File: src/bcc_pkg.sv
// ----------------------------------------------------------------------------
// bcc_pkg: shared types and constants for the button click classifier
// Phase and event codes, configuration register indexes and port widths.
// ----------------------------------------------------------------------------
package bcc_pkg;

	// Width of the switch index field and the number of addressable slots.
	localparam int IDX_W      = 3;
	localparam int NUM_SLOTS  = 8;
	// Configuration port widths and register widths.
	localparam int CFG_IDX_W  = 3;
	localparam int CFG_DATA_W = 16;
	localparam int MASK_W     = 8;
	localparam int KIND_W     = 2;

	// Reset values of the configuration registers.
	localparam logic [CFG_DATA_W-1:0] DEBOUNCE_RST    = 16'd20;
	localparam logic [CFG_DATA_W-1:0] LONG_PRESS_RST  = 16'd800;
	localparam logic [CFG_DATA_W-1:0] DOUBLE_WIN_RST  = 16'd300;
	localparam logic [MASK_W-1:0]     ACTIVE_HIGH_RST = 8'hFF;
	localparam logic [MASK_W-1:0]     ENABLE_RST      = 8'h00;

	typedef enum logic [2:0] {
		PH_IDLE     = 3'd0,
		PH_DEBOUNCE = 3'd1,
		PH_PRESSED  = 3'd2,
		PH_RELEASED = 3'd3,
		PH_PRESSED2 = 3'd4,
		PH_WAIT     = 3'd5
	} phase_t;

	typedef enum logic [KIND_W-1:0] {
		EV_CLICK  = 2'd0,
		EV_DOUBLE = 2'd1,
		EV_LONG   = 2'd2
	} kind_t;

	typedef enum logic [CFG_IDX_W-1:0] {
		REG_DEBOUNCE    = 3'd0,
		REG_LONG_PRESS  = 3'd1,
		REG_DOUBLE_WIN  = 3'd2,
		REG_ACTIVE_HIGH = 3'd3,
		REG_ENABLE      = 3'd4
	} cfg_reg_t;

endpackage

File: src/button_click_classifier_core.sv
// ----------------------------------------------------------------------------
// button_click_classifier_core: debounce and click/double/long classifier
// The input register holds each transferred item; its event, if any, then
// moves to the output register. Throughput: one item per cycle unless an
// event waits on a full output register, set by the single read-modify-write
// of the per-switch phase and counter. Reset (arst_n low) sets every switch
// to idle with a zero counter and loads the default configuration at once.
// ----------------------------------------------------------------------------
module button_click_classifier_core
	import bcc_pkg::*;
#(
	parameter int SWITCHES   = 8,
	parameter int TIMER_BITS = 16
) (
	input  logic                  clk,
	input  logic                  arst_n,
	// Tick sample channel.
	input  logic                  in_valid,
	output logic                  in_ready,
	input  logic [IDX_W-1:0]      switch_index,
	input  logic                  pin_level,
	// Event channel.
	output logic                  out_valid,
	input  logic                  out_ready,
	output logic [IDX_W-1:0]      event_switch,
	output logic [KIND_W-1:0]     event_kind,
	// Configuration write channel.
	input  logic                  cfg_valid,
	output logic                  cfg_ready,
	input  logic [CFG_IDX_W-1:0]  cfg_index,
	input  logic [CFG_DATA_W-1:0] cfg_data
);

	// The wider of the register width and the counter width, used when a
	// period is saturated to the counter range.
	localparam int WIDE = (TIMER_BITS > CFG_DATA_W) ? TIMER_BITS : CFG_DATA_W;
	localparam logic [WIDE-1:0] TIMER_MAX = WIDE'({TIMER_BITS{1'b1}});

	// A period that does not fit the counter is saturated to its maximum.
	function automatic logic [TIMER_BITS-1:0] clamp_period(input logic [CFG_DATA_W-1:0] p);
		logic [WIDE-1:0] pw;
		pw = WIDE'(p);
		if (pw > TIMER_MAX) begin
			pw = TIMER_MAX;
		end
		return pw[TIMER_BITS-1:0];
	endfunction

	// ------------------------------------------------------------------
	// Configuration registers, always ready. Writes are to be made only while
	// the block is idle; the user must see to this, as it is not enforced.
	// ------------------------------------------------------------------
	logic [CFG_DATA_W-1:0] debounce_q;
	logic [CFG_DATA_W-1:0] long_press_q;
	logic [CFG_DATA_W-1:0] double_win_q;
	logic [MASK_W-1:0]     active_high_q;
	logic [MASK_W-1:0]     enable_q;
	logic                  cfg_we;
	logic                  enable_we;

	assign cfg_ready = 1'b1;
	assign cfg_we    = cfg_valid && cfg_ready;
	assign enable_we = cfg_we && (cfg_index == REG_ENABLE);

	always_ff @(posedge clk or negedge arst_n) begin
		if (!arst_n) begin
			debounce_q    <= DEBOUNCE_RST;
			long_press_q  <= LONG_PRESS_RST;
			double_win_q  <= DOUBLE_WIN_RST;
			active_high_q <= ACTIVE_HIGH_RST;
			enable_q      <= ENABLE_RST;
		end else if (cfg_we) begin
			case (cfg_index)
				REG_DEBOUNCE:    debounce_q    <= cfg_data;
				REG_LONG_PRESS:  long_press_q  <= cfg_data;
				REG_DOUBLE_WIN:  double_win_q  <= cfg_data;
				REG_ACTIVE_HIGH: active_high_q <= cfg_data[MASK_W-1:0];
				REG_ENABLE:      enable_q      <= cfg_data[MASK_W-1:0];
				default:         ;
			endcase
		end
	end

	// A slot takes part only if its enable bit is set and the switch exists.
	logic [NUM_SLOTS-1:0] slot_en;
	always_comb begin
		for (int s = 0; s < NUM_SLOTS; s++) begin
			slot_en[s] = enable_q[s] && (s < SWITCHES);
		end
	end

	// ------------------------------------------------------------------
	// Input register. It holds one tick sample while its phase update is
	// worked out; the sample moves on once its event (if any) has a place
	// in the output register.
	// ------------------------------------------------------------------
	logic             valid_s1;
	logic [IDX_W-1:0] idx_s1;
	logic             level_s1;
	logic             advance;
	logic             in_xfer;

	assign in_xfer  = in_valid && in_ready;
	assign in_ready = !valid_s1 || advance;

	always_ff @(posedge clk or negedge arst_n) begin
		if (!arst_n) begin
			valid_s1 <= 1'b0;
		end else if (in_xfer) begin
			valid_s1 <= 1'b1;
		end else if (advance) begin
			valid_s1 <= 1'b0;
		end
	end

	always_ff @(posedge clk) begin
		if (in_xfer) begin
			idx_s1   <= switch_index;
			level_s1 <= pin_level;
		end
	end

	// ------------------------------------------------------------------
	// Per-switch state: phase and one-shot down counter, one entry per
	// addressable slot, read and written at the index of the held sample.
	// ------------------------------------------------------------------
	phase_t                phase_q [NUM_SLOTS];
	logic [TIMER_BITS-1:0] ticks_q [NUM_SLOTS];

	phase_t                cur_phase;
	logic [TIMER_BITS-1:0] cur_ticks;
	logic [TIMER_BITS-1:0] dec_ticks;
	logic                  active;
	logic                  expired;
	logic                  in_range;
	phase_t                nxt_phase;
	logic [TIMER_BITS-1:0] nxt_ticks;
	logic                  emit;
	kind_t                 kind;

	assign cur_phase = phase_q[idx_s1];
	assign cur_ticks = ticks_q[idx_s1];
	// Every sample for a switch first counts a nonzero counter down; the
	// counter has expired once it reads zero after that step.
	assign dec_ticks = (cur_ticks == '0) ? '0 : cur_ticks - TIMER_BITS'(1);
	assign expired   = (dec_ticks == '0);
	assign active    = (level_s1 == active_high_q[idx_s1]);
	assign in_range  = (32'(idx_s1) < SWITCHES);

	always_comb begin
		nxt_phase = cur_phase;
		nxt_ticks = dec_ticks;
		emit      = 1'b0;
		kind      = EV_CLICK;
		if (!slot_en[idx_s1]) begin
			// A disabled switch is held idle and stays silent.
			nxt_phase = PH_IDLE;
			nxt_ticks = '0;
		end else begin
			case (cur_phase)
				PH_DEBOUNCE: begin
					if (!active) begin
						nxt_ticks = '0;
						nxt_phase = PH_IDLE;
					end else if (expired) begin
						nxt_ticks = clamp_period(long_press_q);
						nxt_phase = PH_PRESSED;
					end
				end
				PH_PRESSED: begin
					if (!active) begin
						nxt_ticks = clamp_period(double_win_q);
						nxt_phase = PH_RELEASED;
					end else if (expired) begin
						emit      = 1'b1;
						kind      = EV_LONG;
						nxt_phase = PH_WAIT;
					end
				end
				PH_RELEASED: begin
					if (active) begin
						nxt_ticks = clamp_period(long_press_q);
						nxt_phase = PH_PRESSED2;
					end else if (expired) begin
						emit      = 1'b1;
						kind      = EV_CLICK;
						nxt_phase = PH_IDLE;
					end
				end
				PH_PRESSED2: begin
					if (!active) begin
						emit      = 1'b1;
						kind      = EV_DOUBLE;
						nxt_phase = PH_IDLE;
					end else if (expired) begin
						emit      = 1'b1;
						kind      = EV_LONG;
						nxt_phase = PH_WAIT;
					end
				end
				PH_WAIT: begin
					if (!active) begin
						nxt_phase = PH_IDLE;
					end
				end
				default: begin
					// Idle, and any code that names no phase.
					if (active) begin
						nxt_ticks = clamp_period(debounce_q);
						nxt_phase = PH_DEBOUNCE;
					end else begin
						nxt_phase = PH_IDLE;
					end
				end
			endcase
		end
	end

	// The held sample retires unless it carries an event and the output
	// register is full and not being drained this cycle.
	assign advance = valid_s1 && (!emit || !out_valid || out_ready);

	always_ff @(posedge clk or negedge arst_n) begin
		if (!arst_n) begin
			for (int s = 0; s < NUM_SLOTS; s++) begin
				phase_q[s] <= PH_IDLE;
				ticks_q[s] <= '0;
			end
		end else if (enable_we) begin
			// Writing the enable mask returns every disabled switch to idle.
			for (int s = 0; s < NUM_SLOTS; s++) begin
				if (!cfg_data[s]) begin
					phase_q[s] <= PH_IDLE;
					ticks_q[s] <= '0;
				end
			end
		end else if (advance && in_range) begin
			phase_q[idx_s1] <= nxt_phase;
			ticks_q[idx_s1] <= nxt_ticks;
		end
	end

	// ------------------------------------------------------------------
	// Output register. It holds one event until the downstream side takes
	// the transfer; samples without an event keep passing the input register.
	// ------------------------------------------------------------------
	logic             out_valid_q;
	logic [IDX_W-1:0] out_switch_q;
	kind_t            out_kind_q;
	logic             fire;

	assign fire = advance && emit && in_range;

	always_ff @(posedge clk or negedge arst_n) begin
		if (!arst_n) begin
			out_valid_q <= 1'b0;
		end else if (fire) begin
			out_valid_q <= 1'b1;
		end else if (out_ready) begin
			out_valid_q <= 1'b0;
		end
	end

	always_ff @(posedge clk) begin
		if (fire) begin
			out_switch_q <= idx_s1;
			out_kind_q   <= kind;
		end
	end

	assign out_valid    = out_valid_q;
	assign event_switch = out_switch_q;
	assign event_kind   = out_kind_q;

	// ------------------------------------------------------------------
	// Assertions
	// ------------------------------------------------------------------

	// A switch that is switched off must always read as idle.
	a_disabled_idle: assert property (@(posedge clk) disable iff (!arst_n)
		valid_s1 && !slot_en[idx_s1] |-> (cur_phase == PH_IDLE))
		else $error("disabled switch not idle");

	// A long click only comes from a held press.
	a_long_source: assert property (@(posedge clk) disable iff (!arst_n)
		valid_s1 && emit && (kind == EV_LONG)
		|-> (cur_phase == PH_PRESSED) || (cur_phase == PH_PRESSED2))
		else $error("long click from wrong phase");

	// A stalled sample stays in the input register unchanged.
	a_stall_holds: assert property (@(posedge clk) disable iff (!arst_n)
		valid_s1 && !advance |=> valid_s1 && $stable(idx_s1) && $stable(level_s1))
		else $error("stalled sample lost");

	// An event waiting for the downstream side is never overwritten.
	a_no_overwrite: assert property (@(posedge clk) disable iff (!arst_n)
		out_valid_q && !out_ready |-> !fire)
		else $error("pending event overwritten");

endmodule
File: config.mk
export PLATFORM = sky130hd
export DESIGN_NAME = button_click_classifier_core
export DESIGN_NICKNAME = d
export VERILOG_FILES = /design/src/bcc_pkg.sv /design/src/button_click_classifier_core.sv
export SDC_FILE = /design/constraint.sdc
export NUM_CORES = 1
export LEC_CHECK = 0
export BUFFER_PORTS_ARGS = -buffer_cell sky130_fd_sc_hd__buf_4
export CORE_UTILIZATION = 38
export CTS_CLUSTER_DIAMETER = 120
export DETAILED_ROUTE_END_ITERATION = 8
export GPL_ROUTABILITY_DRIVEN = 0
export GPL_TIMING_DRIVEN = 0
export SKIP_CTS_REPAIR_TIMING = 1
export SLEW_MARGIN = 20
export SYNTH_ARGS = -nofsm -noshare
export SYNTH_HDL_FRONTEND = slang
export SYNTH_SLANG_ARGS = --single-unit
export TNS_END_PERCENT = 50
File: constraint.sdc
create_clock -name clk -period 4.5 [get_ports clk]
set_input_delay 0.45 -clock clk [delete_from_list [all_inputs] [get_ports clk]]
set_output_delay 0.45 -clock clk [all_outputs]
set_load 0.02 [all_outputs]
==> run summary <==
Max-cap viol count: 0
Clock Skew: 0.01121 ns
Core area: 30,830 sq um
Initial Util: 38.96%
Pint: 4.422 mW
Root Driver: clkbuf_16
Synthesized area per cell: 11.13 sq um
Syn Nets: 1,109
Final WS setup: -0.3523 ns
Gate power share: 30.3%
Routed len/inst: 25.74 microns
Final Hold Fails: 0
FP Rows: 64
Clk buf depth: 3
Worst hold path startpoint: switch_index[0]
Post-Synthesis Cells: 1,079
Routed vias: 10,031
Final nets: 1,212
Sw Ratio: 33.54%
Non-Filler Instances: 1,595
R2R setup slack: -0.07 ns
# IOs: 36
Ratio of final minimum period to clock period: 107.8%
Failing checks: design-rule violations, negative setup slack
Data required time of the critical path: 4.05 ns
Slew headroom: 36.70%
Async set or reset register ratio after synthesis: 96.04%
Port Buf Inserts: 33
Area after DPL: 12,820 sq um
Die extent in x: 179.8 microns
Synth cell count leaders: 201 x dfrtp_1, 102 x o21ai_0, 77 x o31ai_1, 76 x a22o_1, 76 x nand2_1
RSZ-0062 raised after global routing: yes
Hold path endpoint: idx_s1[0]$_DFFE_PP_
Crit path launch type: register
Sequential fraction of design power: 38.3%
Drt pass-1 iters: 7
Number of flops mapped to enable cells by yosys: 9
DIE HEIGHT: 179.8 microns
Max Freq: 206.1 MHz
Gr usage total: 24.83%
Clock network fraction of total power: 31.5%
R2r worst-path depth: 17
CP max FO: 8
DR vias/cell: 6.289
WHS Path Cells: 1
Slew Limit Fails: 0
GR Util met2: 38.43%
Worst R2R Start: idx_s1[0]$_DFFE_PP_
Yosys Warn Count: 0
Psw: 2.231 mW
WL final: 41.06 mm
Synth Register Bits: 227
GR Overflow Total: 0
Final HPWL from detailed placement: 28.05 mm
Setup TNS: -0.5696 ns
H-Tree Level Count: 1
Layout cells sized above 1: 31.94%
CTS tree: built
Final instance area: 14,870 sq um
DR DRC count: 4
Largest net degree at the start of global routing: 99
First-pass GRT wire length: 61.19 mm
Worst Hold Class: in -> reg
Dominant synthesized flop cell: dfrtp_1
Unique masters post-synth: 78
Maximum vdd drop: 0.2687 mV
# diodes: 0
Number of global-route vias before repair: 9,711
Clock slew at reported path FFs: 0.06 ns
Synth top area cells: dfrtp_1 42%, mux2_2 5.7%, a22o_1 5.5%
Grt peak-use layer: met2
Clock latency at the later pin of the worst-skew pair: 0.54 ns
P&R area growth vs syn: 23.82%
RR Endpoint: ticks_q[21]$_DFFE_PN0P_
Total Power: 6.653 mW
Initial antenna violation count: 0
GR Util met3: 5.085%
Share of the synthesized area in the top cell type: 41.88%
Leakage power: 6.176 nW
Crit path arrival time: 4.40 ns
Power density over cell area: 447.3 nW/um^2
Tmin final: 4.852 ns
Initial DRC count: 1,095
DP Cell Count: 1,510
ANT nets after route: 0
Leading area contributor after synthesis: dfrtp_1
Most common cell in the netlist: dfrtp_1
TritonCTS Sinks: 227
Sequential fraction of the synthesis area: 47.84%
Worst-margin pin slew: 0.9475 ns
Status: complete, but fails checks
Post-Syn Area: 12,010 sq um
CP endpoint kind: output pin
GR Layer Usage met1: 34.08%
CTS buffer count: 26
Final setup violation count: 9
Die area: 32,320 sq um
Crit path kind: reg -> out
[sequential cells by signal (all words and copies together) (netlist names)]
name           cells
valid_s1           1
debounce_q        16
idx_s1             3
long_press_q      16
level_s1           1
enable_q           8
event_kind         2
active_high_q      8
phase_q           24
event_switch       3
ticks_q          128
double_win_q      16
out_valid          1
[cell type report]
class                   count  area, sq um
fillers                  2728        15960
inverters                  12        45.04
repair buffers             79        745.7
plain buffers              78        606.8
flip-flops and latches    227         5747
well taps                 396        495.5
multi-input cells         758         6404
clock buffers              41        778.2
clock inverters             4        51.30
[cell families after synthesis]
logic type               after synthesis  synth area share (%)
AO/OA/AOI/OAI                        358                 22.10
XOR/XNOR                              13                0.9479
adder cells (fa/ha/maj)                2                0.2083
buffers and inverters                 94                 4.010
flip-flops                           227                 47.84
multiplexers                         128                 14.35
other                                  1               0.03122
AND/OR/NAND/NOR                      256                 10.50
[power by group through the flow]
stage / clock (mW) / sequential, mW / combinational, mW
5_1_grt: 2.20 / 2.58 / 2.14
3_3_place_gp: 0 / 2.56 / 1.59
4_1_cts: 2.12 / 2.53 / 1.63
6_report: 2.09 / 2.55 / 2.01
3_5_place_dp: 0 / 2.57 / 1.62
2_1_floorplan: 0 / 2.51 / 1.12
[critical path, cell delays in order, from the launching register on]
cell and delay, ns:
edfxtp_1 0.53, buf_12 0.20, buf_16 0.14, buf_12 0.14
buf_12 0.13, buf_12 0.12, mux4_2 0.42, ha_4 0.18
o211ai_4 0.12, or4_4 0.47, a2111oi_4 0.33, and4_4 0.28
nand4_1 0.16, nand2_2 0.19, nand2_2 0.07, or2_4 0.22
buf_6 0.13
[worst max-delay path by stage]
stage	end	cells past startpoint	start	slack, ns
detailed placement	ticks_q[21]$_DFFE_PN0P_	19	idx_s1[0]$_DFFE_PP_	-1.51
floorplan	ticks_q[69]$_DFFE_PN0P_	15	idx_s1[0]$_DFFE_PP_	0.09
global placement	phase_q[3]$_DFFE_PN0P_	19	idx_s1[0]$_DFFE_PP_	-1.45
global route	in_ready	16	idx_s1[0]$_DFFE_PP_	-0.42
CTS	in_ready	17	idx_s1[0]$_DFFE_PP_	-1.61
finish	in_ready	16	idx_s1[0]$_DFFE_PP_	-0.35
[cell usage in the layout (no fill, tap or decap), types with 7 or more instances in the layout]
cell / n
a21oi_1: 18
a221o_1: 9
a221oi_1: 7
a22o_1: 73
and3_1: 7
buf_12: 13
buf_4: 74
buf_6: 17
clkbuf_1: 36
clkbuf_16: 27
clkbuf_2: 14
dfrtp_1: 201
dfstp_2: 17
edfxtp_1: 9
inv_1: 11
mux2_2: 61
mux2i_1: 26
mux2i_4: 7
mux4_2: 27
nand2_1: 72
nand3_1: 28
nor2_1: 46
nor2b_1: 17
nor3_1: 21
o21ai_0: 96
o31ai_1: 48
o31ai_2: 27
o31ai_4: 10
or2_2: 8
xor2_1: 7
[per-layer routing]
layer / vias to the layer above / part of all wire, %
li1: 4337 / -
met4: 0 / 3.8
met5: - / 0
met1: 5134 / 42
met3: 97 / 8.8
met2: 463 / 45
[per-stage QoR]
stage               worst slack [ns]  utilization [%]  hold slack [ns]
finish                       -0.3523            48.24          0.08808
global route                 -0.4150            48.24          0.07942
CTS                           -1.605            44.27          -0.2261
detailed placement            -1.511            41.57           0.3292
global placement              -1.445            41.37           0.4563
floorplan                    0.08517                -           0.1544
(Power assumes the default switching activity.)
